===== config.mk =====
export PLATFORM = sky130hd
export DESIGN_NAME = lu_ctrl
export DESIGN_NICKNAME = d
export VERILOG_FILES = /design/src/rtl/lu_pkg.sv /design/src/rtl/lu_ctrl.sv
export VERILOG_INCLUDE_DIRS = /design/src /design/src/rtl
export SDC_FILE = /design/constraint.sdc
export NUM_CORES = 1
export LEC_CHECK = 0
export CAP_MARGIN = 25
export CORE_MARGIN = 2
export CORE_UTILIZATION = 35
export DETAILED_ROUTE_END_ITERATION = 7
export DONT_BUFFER_PORTS = 1
export PLACE_DENSITY = 0.46
export SLEW_MARGIN = 20
export SYNTH_ARGS = -nofsm -noshare
export SYNTH_HDL_FRONTEND = slang
export SYNTH_SLANG_ARGS = --single-unit

===== constraint.sdc =====
create_clock -name i_clk -period 3.3 [get_ports i_clk]
set_input_delay 0.33 -clock i_clk [delete_from_list [all_inputs] [get_ports i_clk]]
set_output_delay 0.33 -clock i_clk [all_outputs]
set_load 0.005 [all_outputs]

===== src/rtl/lu_decompose_and_solve_macros.svh =====
// assertion macros for the lu solver
`ifndef LU_DECOMPOSE_AND_SOLVE_MACROS_SVH
`define LU_DECOMPOSE_AND_SOLVE_MACROS_SVH

// implication checked on every clock edge outside reset
`define LU_ASSERT_IMP(label, clk, rst_n, pre, post) \
    label: assert property (@(posedge clk) disable iff (!rst_n) (pre) |-> (post)) \
        else $error("assertion failed");

// implication checked in the cycle after the antecedent
`define LU_ASSERT_NXT(label, clk, rst_n, pre, post) \
    label: assert property (@(posedge clk) disable iff (!rst_n) (pre) |=> (post)) \
        else $error("assertion failed");

`endif


===== src/rtl/lu_pkg.sv =====
// shared types, constants and arithmetic helpers for the lu solver
package lu_pkg;

    localparam int Dim      = 4;
    localparam int FracBits = 16;
    localparam int IdxW     = $clog2(Dim);
    localparam int AddrW    = $clog2(Dim * Dim);

    typedef struct packed {
        logic [1:0]         row;
        logic [2:0]         col;
        logic signed [31:0] value;
        logic               last;
    } t_in_item;

    typedef struct packed {
        logic [1:0]         index;
        logic signed [31:0] solution;
        logic signed [31:0] determinant;
        logic               singular;
        logic               final_res;
    } t_out_item;

    // datapath operations
    typedef enum logic [2:0] {
        OP_NONE    = 3'd0,
        OP_LOAD_A  = 3'd1,
        OP_LOAD_B  = 3'd2,
        OP_MAC     = 3'd3,
        OP_DIV     = 3'd4,
        OP_DET     = 3'd5,
        OP_ZERO    = 3'd6
    } t_op;

    // operand sources for multiply-subtract
    typedef enum logic [1:0] {
        SRC_MAT = 2'd0,
        SRC_RHS = 2'd1,
        SRC_SOL = 2'd2
    } t_src;

    typedef struct packed {
        t_op              op;
        logic [IdxW-1:0]  i;
        logic [IdxW-1:0]  j;
        logic [IdxW-1:0]  k;
        t_src             dst;       // where the accumulator is read and written
        logic             b_sol;     // second factor from solution store
        logic             init_acc;  // load accumulator from the destination
        logic             wr_acc;    // write accumulator back
        logic             div_go;
        logic             det_init;
    } t_cmd;

    typedef struct packed {
        logic div_busy;
        logic singular;
    } t_stat;

    function automatic logic signed [31:0] sat32(input logic signed [65:0] v);
        logic signed [31:0] r;
        if (v > 66'sd2147483647)       r = 32'sh7fffffff;
        else if (v < -66'sd2147483648) r = 32'sh80000000;
        else                           r = v[31:0];
        return r;
    endfunction

endpackage


===== src/rtl/lu_ctrl.sv =====
// controller: sequences load, factorization, determinant, substitution and output
module lu_ctrl
    import lu_pkg::*;
(
    input  logic     i_clk,
    input  logic     i_rst_n,
    input  logic     i_start,
    input  t_in_item i_item,
    input  t_stat    i_stat,
    output logic     o_busy,
    output t_cmd     o_cmd,
    output logic     o_strobe,
    output logic     o_final
);
`include "lu_decompose_and_solve_macros.svh"

    typedef enum logic [9:0] {
        S_IDLE  = 10'b0000000001,
        S_INIT  = 10'b0000000010,
        S_MAC   = 10'b0000000100,
        S_WB    = 10'b0000001000,
        S_DIVW  = 10'b0000010000,
        S_DET   = 10'b0000100000,
        S_FINIT = 10'b0001000000,
        S_FMAC  = 10'b0010000000,
        S_FWB   = 10'b0100000000,
        S_OUT   = 10'b1000000000
    } t_state;

    // phase inside the substitution states
    typedef enum logic [1:0] {
        PH_FWD = 2'd0,
        PH_BCK = 2'd1
    } t_phase;

    t_state          r_st, n_st;
    t_phase          r_ph, n_ph;
    logic [IdxW-1:0] r_i, n_i, r_j, n_j, r_k, n_k;
    logic            r_div, n_div;   // current element needs a division
    logic            r_dgo, n_dgo;
    // remember which writeback issued the division
    logic            r_dbk, n_dbk;

    logic [IdxW:0] w_kend;

    always_comb begin
        // product count for element (i,j): min(i,j)
        w_kend = (r_i <= r_j) ? {1'b0, r_i} : {1'b0, r_j};
    end

    always_comb begin
        n_st = r_st; n_ph = r_ph; n_i = r_i; n_j = r_j; n_k = r_k;
        n_div = r_div; n_dgo = 1'b0;
        o_cmd = '0;
        o_cmd.op = OP_NONE;
        o_cmd.dst = SRC_MAT;
        o_cmd.i = r_i; o_cmd.j = r_j; o_cmd.k = r_k;
        o_strobe = 1'b0;
        o_final  = 1'b0;
        unique case (r_st)
            S_IDLE: begin
                if (i_start) begin
                    if ({1'b0, i_item.col} < 4'(Dim)) o_cmd.op = OP_LOAD_A;
                    else if (32'(i_item.col) == Dim) o_cmd.op = OP_LOAD_B;
                    if (i_item.last) begin
                        n_st = S_INIT; n_i = '0; n_j = '0; n_k = '0;
                    end
                end
            end
            // factor element (i,j), column by column
            S_INIT: begin
                o_cmd.init_acc = 1'b1;
                n_k = '0;
                n_div = r_i > r_j;
                n_st = (w_kend == '0) ? S_WB : S_MAC;
            end
            S_MAC: begin
                o_cmd.op = OP_MAC;
                n_k = r_k + 1'b1;
                if ({1'b0, r_k} + 1'b1 == w_kend) n_st = S_WB;
            end
            S_WB: begin
                if (r_div) begin
                    o_cmd.div_go = 1'b1;
                    n_div = 1'b0;
                    n_st = S_DIVW;
                end else begin
                    o_cmd.wr_acc = 1'b1;
                    if (r_i == IdxW'(Dim - 1)) begin
                        n_i = '0;
                        if (r_j == IdxW'(Dim - 1)) begin
                            n_st = S_DET;
                            o_cmd.det_init = 1'b1;
                        end else begin
                            n_j = r_j + 1'b1;
                            n_st = S_INIT;
                        end
                    end else begin
                        n_i = r_i + 1'b1;
                        n_st = S_INIT;
                    end
                end
            end
            S_DIVW: begin
                if (!i_stat.div_busy && !r_dgo) n_st = S_WB;
                n_dgo = 1'b0;
            end
            S_DET: begin
                o_cmd.op = OP_DET;
                n_i = r_i + 1'b1;
                if (r_i == IdxW'(Dim - 1)) begin
                    n_i = '0; n_ph = PH_FWD; n_st = S_FINIT;
                end
            end
            // substitution: row i, forward then backward
            S_FINIT: begin
                o_cmd.init_acc = 1'b1;
                o_cmd.dst = (r_ph == PH_FWD) ? SRC_RHS : SRC_SOL;
                n_k = (r_ph == PH_FWD) ? '0 : r_i + 1'b1;
                if (r_ph == PH_FWD) n_st = (r_i == '0) ? S_FWB : S_FMAC;
                else n_st = (r_i == IdxW'(Dim - 1)) ? S_FWB : S_FMAC;
            end
            S_FMAC: begin
                o_cmd.op = OP_MAC;
                o_cmd.b_sol = 1'b1;
                o_cmd.j = r_k;
                n_k = r_k + 1'b1;
                if (r_ph == PH_FWD) begin
                    if (r_k + 1'b1 == r_i) n_st = S_FWB;
                end else if (r_k == IdxW'(Dim - 1)) n_st = S_FWB;
            end
            S_FWB: begin
                o_cmd.dst = SRC_SOL;
                o_cmd.j = r_i;
                if (r_ph == PH_BCK && r_div) begin
                    o_cmd.div_go = 1'b1;
                    n_div = 1'b0;
                    n_st = S_DIVW;
                end else begin
                    o_cmd.wr_acc = 1'b1;
                    n_div = 1'b1;
                    n_st = S_FINIT;
                    if (r_ph == PH_FWD) begin
                        if (r_i == IdxW'(Dim - 1)) n_ph = PH_BCK;
                        else n_i = r_i + 1'b1;
                    end else if (r_i == '0) begin
                        n_st = S_OUT; n_k = '0;
                    end else n_i = r_i - 1'b1;
                    if (n_st == S_FINIT) n_div = 1'b1;
                end
            end
            S_OUT: begin
                o_strobe = 1'b1;
                o_final = (r_k == IdxW'(Dim - 1));
                n_k = r_k + 1'b1;
                if (o_final) n_st = S_IDLE;
            end
            default: n_st = S_IDLE;
        endcase
        // divider return goes to the element's writeback state
        if (r_st == S_DIVW && n_st == S_WB && r_ph == PH_BCK && r_j == r_i && r_dbk)
            n_st = S_FWB;
        if (o_cmd.div_go) n_dgo = 1'b1;
    end

    always_comb begin
        n_dbk = r_dbk;
        if (r_st == S_WB && o_cmd.div_go)  n_dbk = 1'b0;
        if (r_st == S_FWB && o_cmd.div_go) n_dbk = 1'b1;
    end

    always_ff @(posedge i_clk) begin
        if (!i_rst_n) begin
            r_st <= S_IDLE; r_ph <= PH_FWD;
            r_i <= '0; r_j <= '0; r_k <= '0;
            r_div <= 1'b0; r_dgo <= 1'b0; r_dbk <= 1'b0;
        end else begin
            r_st <= n_st; r_ph <= n_ph;
            r_i <= n_i; r_j <= (n_st == S_FWB || n_st == S_DIVW && n_dbk) ? n_i : n_j;
            r_k <= n_k;
            r_div <= n_div; r_dgo <= n_dgo; r_dbk <= n_dbk;
        end
    end

    assign o_busy = (r_st != S_IDLE);

    `LU_ASSERT_IMP(a_strobe_out, i_clk, i_rst_n, o_strobe, r_st == S_OUT)
    `LU_ASSERT_NXT(a_final_idle, i_clk, i_rst_n, o_final, r_st == S_IDLE)
    `LU_ASSERT_IMP(a_div_wait, i_clk, i_rst_n, o_cmd.div_go, r_st == S_WB || r_st == S_FWB)
endmodule


* Yosys cells after proc, flatten, opt, wreduce, memory -nomap -nowiden
Index checks and enable logic that the tools add are counted.
** Cells by class
- $add $sub $neg :: 5
- $lt $le $gt $ge :: 3
- Eq/ne operators :: 35
- Muxes and demuxes :: 72
- Reduce and logical (&&, ||, !) cells :: 25
** Operators with widths (count)
- two-way mux 10 bit :: 15
- one-hot mux 10 bit (10 select lines) :: 1
- two-way mux 2 bit :: 27
- two-way mux 9 bit :: 3
- equality test 10 x 4 -> 1 bit, second input constant :: 2
- equality test 10 x 5 -> 1 bit, second input constant :: 2
- equality test 10 x 9 -> 1 bit, second input constant :: 2
- one-hot mux 2 bit (2 select lines) :: 5
- inequality test 2 bit, second input constant :: 8
- two-way mux 1 bit :: 15
- AND reduction 6 bit :: 2
- equality test 10 x 1 -> 1 bit, second input constant :: 1
- equality test 10 bit, second input constant :: 1
- equality test 10 x 2 -> 1 bit, second input constant :: 1
- equality test 10 x 3 -> 1 bit, second input constant :: 1
- equality test 10 x 6 -> 1 bit, second input constant :: 1
- equality test 10 x 7 -> 1 bit, second input constant :: 1
- equality test 10 x 8 -> 1 bit, second input constant :: 1
- inequality test 10 x 1 -> 1 bit, second input constant :: 1
- one-hot mux 2 bit (5 select lines) :: 1
- logical AND 1 bit :: 9
- inequality test 3 x 2 -> 1 bit, second input constant :: 3
- one-hot mux 3 bit (3 select lines) :: 1
- one-hot mux 2 bit (4 select lines) :: 1
- 25 further kinds :: 35
** Word-level totals
- Flip-flop bits (word level) :: 21
- Input bits :: 43
- Output and inout bits :: 19
- Logic and storage cells :: 148

* Depth between registers and ports, before layout
Gate-level depths: netlist of the first run.
- Depth in word-level cells :: 16
- Gate-level depth with buffers :: 9
- Gate-level depth less buffers :: 8

* Worst setup path before layout of the first run
OpenSTA, ideal clock, no wires.
- Kind :: flip-flop to flip-flop
- Start point :: register r_i[0]
- End point :: register r_j[1]
- Setup time :: 0.121 ns
- Arrival :: 2.304 ns
- Data required time :: 3.179 ns
- Setup slack :: 0.875 ns
- Cell stages (with the launch flop) :: 10
- Path buffers :: 1
- Clock period less this slack :: 2.425 ns
- Path through :: dfxtp_1 clkbuf_1 inv_1 ha_1 nand2_1 o21ai_0 mux2i_1 a22o_1 a211oi_1 mux2_2
** Between the ends
- Cells in the longest elaborated chain, start to end :: 16
- Elaborated cells between the ends (all ways) :: 49
- Those cells by class :: add/sub: 2; order compare: 1; eq/ne: 12; mux: 24; reduce/logical: 10
** Ends and longest elaborated chain
- start: declaration :: line lu_ctrl.sv:38 : logic [IdxW-1:0] r_i, n_i, r_j, n_j, r_k, n_k;
- start signal: assignment :: line lu_ctrl.sv:179 : r_i <= n_i; r_j <= (n_st == S_FWB || n_st == S_DIVW && n_dbk) ? n_i : n_j;
- <= comparator 2 bit or logical NOT 2 bit (tied branches) :: line lu_ctrl.sv:48, lu_ctrl.sv:120, lu_ctrl.sv:146
- two-way mux 2 bit or two-way mux 10 bit (tied branches) :: line lu_ctrl.sv:48, lu_ctrl.sv:146
- equality test 3 x 2 -> 1 bit (tied with other cells) :: line lu_ctrl.sv:80 : if ({1'b0, r_k} + 1'b1 == w_kend) n_st = S_WB;
- two-way mux 10 bit (tied with other cells) :: line lu_ctrl.sv:80
- one-hot mux 10 bit (10 select lines) :: line lu_ctrl.sv:60 : unique case (r_st)
- equality test 10 x 4 -> 1 bit :: line lu_ctrl.sv:161 : if (r_st == S_DIVW && n_st == S_WB && r_ph == PH_BCK && r_j == r_i && r_dbk)
- logical AND 1 bit (4 in a row) :: line lu_ctrl.sv:161
- two-way mux 10 bit :: line lu_ctrl.sv:161
- equality test 10 x 5 -> 1 bit :: line lu_ctrl.sv:179
- logical AND 1 bit :: line lu_ctrl.sv:179
- logical OR 1 bit :: line lu_ctrl.sv:179
- inequality test 3 x 2 -> 1 bit (no source line) (tied with other cells)
- AND reduction 6 bit (no source line)
- end signal: assignment :: line lu_ctrl.sv:179
- end: declaration :: line lu_ctrl.sv:38
Several ways; a longest one is shown, not always the timed one.
A chain may end at the register's enable or synchronous reset.

* Final worst setup path of the first run
- Start point :: register r_j[1]
- End point :: register r_j[1]
** Between the ends
- Cells in the longest elaborated chain, start to end :: 16
- Elaborated cells between the ends (all ways) :: 35
- Those cells by class :: add/sub: 1; order compare: 1; eq/ne: 11; mux: 13; reduce/logical: 9
** Ends and longest elaborated chain (line)
- <= comparator 2 bit or equality test 2 bit (tied branches) :: lu_ctrl.sv:48, lu_ctrl.sv:91
- two-way mux 2 bit or two-way mux 6 bit (tied branches) :: lu_ctrl.sv:48, lu_ctrl.sv:91
- equality test 3 x 2 -> 1 bit (tied with other cells) :: lu_ctrl.sv:80
- two-way mux 10 bit (tied with other cells) :: lu_ctrl.sv:80
- one-hot mux 10 bit (10 select lines) :: lu_ctrl.sv:60
- equality test 10 x 4 -> 1 bit :: lu_ctrl.sv:161
- logical AND 1 bit (4 in a row) :: lu_ctrl.sv:161
- two-way mux 10 bit :: lu_ctrl.sv:161
- equality test 10 x 5 -> 1 bit :: lu_ctrl.sv:179
- logical AND 1 bit :: lu_ctrl.sv:179
- logical OR 1 bit :: lu_ctrl.sv:179
- inequality test 3 x 2 -> 1 bit (no source line) (tied with other cells)
- AND reduction 6 bit (no source line)
Several ways; a longest one is shown, not always the timed one. The select of a mux whose other input is x is not followed.

==> impl_metrics.env, run 1 <==
export IMPL_status="finished, final reports clean"
export IMPL_die_y_um=75.8
export IMPL_avgRoutedWirePerCell_um=19.4
export IMPL_synth_flop_cell="dfxtp_1"
export IMPL_hold_viol=0
export IMPL_die_width_um=75.8
export IMPL_core_area_um2=5040
export IMPL_ioPinCount=62
export IMPL_wl_mm=5.77
export IMPL_final_max_slew_viol_count=0
export IMPL_hold_start="i_rst_n"
export IMPL_fin_hold_ws_ps=178
export IMPL_drt_iter0_markers=155
export IMPL_power_density_nw_per_um2=261
export IMPL_clock_skew_ps=7.22
export IMPL_drv_cap=0
export IMPL_cts_buffer_depth=2
export IMPL_fmax_mhz=391
export IMPL_critPathLaunchType="flip-flop"
export IMPL_grt_pass1_wl_mm=9.03
export IMPL_crit_required_ps=3460
export IMPL_cp_startpoint="r_j[1]$_SDFFE_PN0P_"
export IMPL_min_path_type="input pin to flip-flop"
export IMPL_cts_buffers=3
export IMPL_syn_avg_cell_area_um2=7.81
export IMPL_drive_gt1_share_pct=10.5
export IMPL_slew_headroom_pct=57.8
export IMPL_cts_tree="done"
export IMPL_crit_type="flip-flop to flip-flop"
export IMPL_fin_tns_setup_ps=0
export IMPL_die_area_um2=5740
export IMPL_netlist_instances=231
export IMPL_synth_warning_count=0
export IMPL_ys_async_sr_fraction_pct=0
export IMPL_min_period_over_period_pct=77.5
export IMPL_synth_xor_area_share_pct=2.91
export IMPL_setup_violations_final=0
export IMPL_cts_root_buf="clkbuf_8"
export IMPL_synthToLayoutAreaGrowth_pct=7.15
export IMPL_htreeDepth=1
export IMPL_ant_nets=0
export IMPL_ir_worst_vdd_mv=0.197
export IMPL_antenna_cells=0
export IMPL_nNetsFinal=282
export IMPL_routed_via_density=5.88
export IMPL_arrival_ps=2720
export IMPL_final_util_pct=38.3
export IMPL_clkSlewWorstSetupHoldPaths_ps=90
export IMPL_gp_congestion=0.853
export IMPL_synth_compound_area_share_pct=20.2
export IMPL_yosys_area_top_type_share_pct=22.2
export IMPL_layout_min_cycle_time_ps=2560
export IMPL_synth_seq_area_share_pct=22.2
export IMPL_port_buffers=0
export IMPL_tightest_slew_ps=629
export IMPL_start_util_pct=35.8
export IMPL_synth_area_leaders="dfxtp_1 22%, ha_1 6.9%, nand2_1 4.4%, nor2b_1 3.8%, nor2_1 3.1%"
export IMPL_antenna_found_initial=0
export IMPL_worstSkewPairLatency_ps=270
export IMPL_synth_fp_nets=284
export IMPL_muxShareOfSynthArea_pct=4.65
export IMPL_synth_seq_cells=20
export IMPL_synth_top_area_cell="dfxtp_1"
export IMPL_rsz0062_at_grt="false"
export IMPL_ys_types=61
export IMPL_grt_pass1_vias=1639
export IMPL_cts_hold_buf=0
export IMPL_cts_setup_buffers=0
export IMPL_drc=0
export IMPL_clock_sinks=20
export IMPL_vias=1752
export IMPL_cts_resized=0
export IMPL_crit_fanout=4
export IMPL_row_count=26
export IMPL_grt_use_total_pct=21.5
export IMPL_leakage_nw=0.811
export IMPL_grt_overflow=0
export IMPL_dr_pass1_iters=4
export IMPL_yosys_area_share_simple_pct=36.9
export IMPL_rr_startpoint="r_j[1]$_SDFFE_PN0P_"
export IMPL_synth_top_family_by_area="simple AND/OR/NAND/NOR gates"
export IMPL_synth_adder_area_share_pct=6.94
export IMPL_syn_area_um2=1800
export IMPL_end_kind="flip-flop"
export IMPL_hpwl_mm=4.34
export IMPL_reg2reg_slack_ps=740
export IMPL_grt_max_degree=20
export IMPL_synth_edf_count=0
per-layer routing:
| metal | routed length [um] | global-route usage, % |
|---|---|---|
| met1 | 2580 | 30.0 |
| met2 | 2690 | 33.3 |
| met3 | 386 | 4.76 |
| met4 | 116 | 6.04 |
| met5 | 0 | 0 |
stage by stage:
| step | setup WS (ps) | total power, mW | std cells | cell area, um^2 |
|---|---|---|---|---|
| after floorplan | 875 | 0.294 | 231 | 1800 |
| after global placement | 753 | 0.309 | 294 | 1880 |
| after detailed placement | 778 | 0.308 | 294 | 1880 |
| after CTS | 741 | 0.513 | 298 | 1930 |
| after global routing | 548 | 0.526 | 298 | 1930 |
| final | 741 | 0.505 | 298 | 1930 |
worst paths after layout:
| path | endpoint | depth (start not counted) |
|---|---|---|
| min | r_st[4]$_SDFF_PN0_ | 1 |
| min reg2reg | r_dbk$_SDFF_PN0_ | 2 |
| max reg2reg | r_j[1]$_SDFFE_PN0P_ | 9 |
| max | r_j[1]$_SDFFE_PN0P_ | 9 |
cell families (layout without fill, tap and decap cells):
family | count (synthesis) | count (layout)
XOR/XNOR | 6 | 6
adder cells (fa/ha/maj) | 10 | 10
buffers and inverters | 25 | 22
AND/OR/NAND/NOR | 109 | 109
AO/OA/AOI/OAI | 53 | 53
flip-flops | 20 | 20
multiplexers | 8 | 8
flip-flops by register name, summed over array words and instances, names as in the netlist:
register  flops
r_div         1
r_ph          1
r_k           2
r_dgo         1
r_dbk         1
r_j           2
r_i           2
r_st         10
Yosys cell counts, drive strengths merged (2+ instances only):
library cell and number:
nand2 21, dfxtp 20, nor2 15, nor2b 11
o21ai 11, ha 10, inv 10, a21oi 9
nor3 9, buf 8, nand3 8, clkbuf 7
nand4 6, mux2i 5, nor4 5, or3 5
a21boi 4, a22oi 4, and2 4, and4 4
nand2b 4, o21a 4, xor2 4, a211oi 3
and3 3, mux2 3, o31ai 3, or4 3
or4b 3, a21o 2, nor4b 2, o211ai 2
o22ai 2, or3b 2, xnor2 2
layout by cell type, fill, tap and decap left out, types with 3 or more instances in the layout:
cell      count
nor4_1        3
nor2b_1      11
a211oi_1      3
ha_1         10
dfxtp_1      20
nor3_1        7
clkbuf_8      4
mux2i_1       5
xor2_1        4
nand2b_1      4
nand2_1      21
o31ai_1       3
a22oi_1       4
and3_1        3
buf_4         8
and2_1        4
or3_1         5
a21oi_1       9
nand4_1       6
o21a_1        4
a21boi_0      4
and4_1        4
o21ai_0       8
inv_1        10
nor2_1       15
nand3_1       7
area by class of cell:
type / instances / area (um^2)
tap: 70 / 87.6
fill: 550 / 3110
clock buffer: 4 / 55.1
sequential: 20 / 400
inverter: 10 / 37.5
timing repair buffer: 8 / 60.1
multi-input combinational: 186 / 1290
worst max-delay path, cell delays in order (launching register included):
cell	delay, ps
dfxtp_1	410
inv_1	90
ha_1	320
nor2b_1	140
o21ai_0	280
mux2i_1	210
a22o_1	230
a211oi_1	280
buf_4	180
mux2_2	320
power breakdown:
group	internal, mW	total, mW	switching (mW)
Sequential	0.243	0.247	0.00378
Combinational	0.0204	0.0568	0.0364
Clock	0.107	0.201	0.0943
Power figures use the tool's default switching activity.
==> inputs of run 2 (changes only) <==
clock period = 2.62 ns   (was 3.3 ns; I/O delays follow)
==> impl_metrics.env, run 2 (synthesized netlist as in run 1, its figures left out) <==
export IMPL_mostFrequentLayoutCell="nand2_1"
export IMPL_power_frac_seq_pct=43.4
export IMPL_critPathLaunchType="flip-flop"
export IMPL_reg2reg_depth=9
export IMPL_cts_buffer_depth=2
export IMPL_arrival_ps=2130
export IMPL_port_buffers=0
export IMPL_avgRoutedWirePerCell_um=19.2
export IMPL_crit_family="simple AND/OR/NAND/NOR gates"
export IMPL_min_path_type="input pin to flip-flop"
export IMPL_regMostFlops="r_st"
export IMPL_rsz0062_at_grt="false"
export IMPL_worstSkewPairLatency_ps=270
export IMPL_antenna_found_initial=0
export IMPL_cts_buffers=3
export IMPL_cts_resized=0
export IMPL_drc=0
export IMPL_cts_tree="done"
export IMPL_critPathSlowestCell="nor4_4"
export IMPL_clkSlewWorstSetupHoldPaths_ps=90
export IMPL_rr_startpoint="r_j[1]$_SDFFE_PN0P_"
export IMPL_core_area_um2=5040
export IMPL_ff_latch_area_um2=400
export IMPL_ant_nets=0
export IMPL_fmax_mhz=417
export IMPL_leakage_nw=0.870
export IMPL_hpwl_mm=4.53
export IMPL_wl_mm=5.91
export IMPL_row_count=26
export IMPL_most_common_layout_cells="21 x nand2_1, 20 x dfxtp_1, 18 x buf_4"
export IMPL_final_max_slew_viol_count=0
export IMPL_drv_cap=0
export IMPL_fin_total_pwr_mw=0.718
export IMPL_vias=1792
export IMPL_clock_skew_ps=2.49
export IMPL_die_y_um=75.8
export IMPL_power_frac_clock_pct=46.4
export IMPL_end_kind="primary output"
export IMPL_fin_tns_setup_ps=0
export IMPL_drt_iter0_markers=171
export IMPL_grt_overflow=0
export IMPL_crit_chain="nor4_4 > and4_1 > buf_4 > nor3_1 > a221o_1"
export IMPL_crit_fanout=11
export IMPL_min_period_over_period_pct=91.5
export IMPL_ioPinCount=62
export IMPL_nNetsFinal=292
export IMPL_dp_cells=304
export IMPL_clock_sinks=20
export IMPL_hold_viol=0
export IMPL_start_util_pct=35.8
export IMPL_grt_pass1_wl_mm=8.94
export IMPL_crit_type="flip-flop to primary output"
export IMPL_drive_gt1_share_pct=14.3
export IMPL_slew_headroom_pct=53.3
export IMPL_highest_layer="met4"
export IMPL_cts_root_buf="clkbuf_8"
export IMPL_p_comb_share_pct=10.2
export IMPL_die_area_um2=5740
export IMPL_switching_share_pct=24.9
export IMPL_setup_violations_final=0
export IMPL_synthToLayoutAreaGrowth_pct=12.2
export IMPL_layout_min_cycle_time_ps=2400
export IMPL_dr_pass1_iters=4
export IMPL_crit_required_ps=2360
export IMPL_reg2reg_slack_ps=230
export IMPL_die_width_um=75.8
export IMPL_crit_buf_inv=1
export IMPL_p_int_mw=0.539
export IMPL_dr_wl_met3_um=337
export IMPL_hold_start="i_rst_n"
export IMPL_status="finished, final reports clean"
export IMPL_grt_max_degree=20
export IMPL_power_density_nw_per_um2=355
export IMPL_worstReg2RegEnd="r_j[1]$_SDFFE_PN0P_"
export IMPL_max_stage_delay_ps=540
export IMPL_cts_setup_buffers=0
export IMPL_final_cells=308
export IMPL_grt_pass1_vias=1661
export IMPL_gp_congestion=0.880
export IMPL_grt_use_total_pct=21.4
export IMPL_routed_via_density=5.82
export IMPL_tightest_slew_ps=695
export IMPL_ir_worst_vdd_mv=0.295
export IMPL_fillers=535
export IMPL_htreeDepth=1
export IMPL_hold_depth=1
export IMPL_multi_input_area_um2=1290
export IMPL_drt_met1_wl_mm=2.76
export IMPL_min_to="r_k[0]$_SDFFE_PN0P_"
export IMPL_antenna_cells=0
export IMPL_switchingPower_mw=0.179
export IMPL_routed_wl_met2_mm=2.72
export IMPL_largest_reg_flops=10
export IMPL_cts_hold_buf=0
-- run 2: cell types whose count changed in the layout (fill, tap and decap cells not counted) --
cell,previous run,this run
buf_4,8,18
bufinv_16,0,1
clkbuf_8,4,3
-- run 2: worst max path at each step --
stage                             start                   to  slack [ps]  cells past startpoint
floorplan             r_i[0]$_SDFF_PN0_  r_j[1]$_SDFFE_PN0P_         190                      9
global placement    r_j[1]$_SDFFE_PN0P_  r_j[1]$_SDFFE_PN0P_         220                      9
detailed placement   r_st[4]$_SDFF_PN0_  r_k[0]$_SDFFE_PN0P_         260                      7
CTS                  r_st[4]$_SDFF_PN0_            o_cmd[10]         220                      5
global route         r_st[3]$_SDFF_PN0_  r_k[0]$_SDFFE_PN0P_         100                      7
finish               r_st[4]$_SDFF_PN0_            o_cmd[10]         220                      5
-- run 2: layout make-up --
type	count	area share (%)
inverters	10	1.86
multi-input cells	186	63.8
clock inverters	1	1.48
repair buffers	18	6.68
well taps	70	4.33
clock buffers	3	2.04
flip-flops and latches	20	19.8
-- run 2: metal layers --
metal / vias to the layer above / GRT usage, %
li1: 869 / -
met5: - / 0
met4: 0 / 5.65
met1: 853 / 29.5
met3: 9 / 3.17
met2: 61 / 34.8
-- run 2: power by group through the flow --
stage	logic, mW	clock network (mW)	registers [mW]
global placement	0.0734	0	0.318
CTS	0.0729	0.336	0.311
detailed placement	0.0723	0	0.318
global route	0.0796	0.347	0.312
floorplan	0.0547	0	0.316
finish	0.0733	0.333	0.311
-- run 2: through the flow --
stage | setup WS (ps) | area, um^2 | hold WS (ps) | util [%]
6_report | 224 | 2020 | 102 | 40.1
5_1_grt | 95.4 | 2020 | 95.6 | 40.1
4_1_cts | 217 | 2020 | 99.3 | 40.1
3_5_place_dp | 258 | 1950 | 385 | 38.7
3_3_place_gp | 216 | 1950 | 384 | 38.7
2_1_floorplan | 195 | 1800 | 473 | -
==> inputs of run 3 (changes only) <==
PLACE_DENSITY = unset   (was 0.46)
==> impl_metrics.env, run 3 (synthesized netlist as in run 1, its figures left out) <==
export IMPL_clkSlewWorstSetupHoldPaths_ps=80
export IMPL_routed_via_density=5.84
export IMPL_grt_max_degree=20
export IMPL_grt_pass1_wl_mm=8.56
export IMPL_start_util_pct=35.8
export IMPL_ant_nets=0
export IMPL_slew_headroom_pct=59.0
export IMPL_port_buffers=0
export IMPL_setup_violations_final=0
export IMPL_hold_viol=0
export IMPL_gp_congestion=0.909
export IMPL_cts_resized=0
export IMPL_layout_min_cycle_time_ps=2370
export IMPL_cts_buffer_depth=2
export IMPL_antenna_cells=0
export IMPL_drc=0
export IMPL_cts_root_buf="clkbuf_8"
export IMPL_antenna_found_initial=0
export IMPL_cts_setup_buffers=0
export IMPL_die_y_um=75.8
export IMPL_largest_reg_flops=10
export IMPL_die_area_um2=5740
export IMPL_final_cell_area_um2=1980
export IMPL_place_area_um2=1930
export IMPL_crit_required_ps=2360
export IMPL_cts_hold_buf=0
export IMPL_critPathLaunchType="flip-flop"
export IMPL_crit_type="flip-flop to primary output"
export IMPL_ioPinCount=62
export IMPL_final_max_slew_viol_count=0
export IMPL_crit_fanout=11
export IMPL_wl_mm=5.34
export IMPL_hpwl_mm=4.21
export IMPL_rsz0062_at_grt="false"
export IMPL_ir_worst_vdd_mv=0.210
export IMPL_worstSkewPairLatency_ps=260
export IMPL_arrival_ps=2110
export IMPL_leakage_nw=0.845
export IMPL_fmax_mhz=421
export IMPL_drive_gt1_share_pct=13.2
export IMPL_synthToLayoutAreaGrowth_pct=10.1
export IMPL_tightest_slew_ps=611
export IMPL_fin_tns_setup_ps=0
export IMPL_row_count=26
export IMPL_drt_iter0_markers=152
export IMPL_die_width_um=75.8
export IMPL_min_period_over_period_pct=90.6
export IMPL_min_path_type="input pin to flip-flop"
export IMPL_drv_cap=0
export IMPL_regMostFlops="r_st"
export IMPL_vias=1782
export IMPL_grt_pass1_vias=1686
export IMPL_clock_sinks=20
export IMPL_most_common_layout_cells="21 x nand2_1, 20 x dfxtp_1, 15 x nor2_1, 15 x buf_4, 11 x nor2b_1"
export IMPL_htreeDepth=1
export IMPL_nNetsFinal=289
export IMPL_cts_tree="done"
export IMPL_avgRoutedWirePerCell_um=17.5
export IMPL_clock_skew_ps=4.98
export IMPL_mostFrequentLayoutCell="nand2_1"
export IMPL_dr_pass1_iters=5
export IMPL_core_area_um2=5040
export IMPL_status="finished, final reports clean"
export IMPL_power_density_nw_per_um2=314
export IMPL_grt_overflow=0
export IMPL_cts_buffers=3
export IMPL_end_kind="primary output"
export IMPL_grt_use_total_pct=19.8
-- run 3: changes by cell type in the layout (fill, tap and decap cells not counted), sizes merged --
cell and change:
bufinv -1, clkbuf +1, buf -3
-- run 3: final timing paths --
kind	start	to	slack [ps]	cells past startpoint
setup / recovery	r_st[4]$_SDFF_PN0_	o_cmd[0]	250	3
hold / removal	i_rst_n	r_k[0]$_SDFFE_PN0P_	130	1
setup reg to reg	r_j[1]$_SDFFE_PN0P_	r_j[1]$_SDFFE_PN0P_	260	9
hold reg to reg	r_dbk$_SDFF_PN0_	r_dbk$_SDFF_PN0_	520	2
-- run 3: cell type report --
| class | count | area (um^2) |
|---|---|---|
| Multi-Input combinational cell | 186 | 1290 |
| Inverter | 10 | 37.5 |
| Clock buffer | 4 | 55.1 |
| Timing Repair Buffer | 15 | 113 |
| Tap cell | 70 | 87.6 |
| Sequential cell | 20 | 400 |
| Fill cell | 522 | 3060 |
-- run 3: metal layers --
metal  share of wire (%)  wire length [um]  GRT usage (%)  vias to the layer above
li1                    -                 -              -                      864
met1                  46              2430           28.1                      836
met2                  47              2500           31.7                       72
met3                 6.7               356           3.57                       10
met4                0.92                49           3.51                        0
met5                   0                 0              0                        -
-- run 3: power by group --
part	total [mW]	internal [mW]	leakage [nW]	switching [mW]
combinational	0.0738	0.0276	0.655	0.0462
clock	0.239	0.134	0.0288	0.105
sequential	0.311	0.306	0.161	0.00448
-- run 3: through the flow --
| stage | hold slack [ps] | worst slack [ps] | cells | utilization [%] | total power [mW] |
|---|---|---|---|---|---|
| detailed placement | 390 | 259 | 301 | 38.3 | 0.390 |
| global route | 118 | 47.6 | 305 | 39.4 | 0.650 |
| finish | 127 | 247 | 305 | 39.4 | 0.624 |
| CTS | 120 | 235 | 305 | 39.4 | 0.633 |
| global placement | 386 | 255 | 301 | 38.3 | 0.390 |
| floorplan | 473 | 195 | 231 | - | 0.371 |
-- run 3: worst max-delay path, stage by stage, from the launching register on --
cell	delay, ps
dfxtp_1	450
or4_4	640
nor3_1	490
and3_1	280
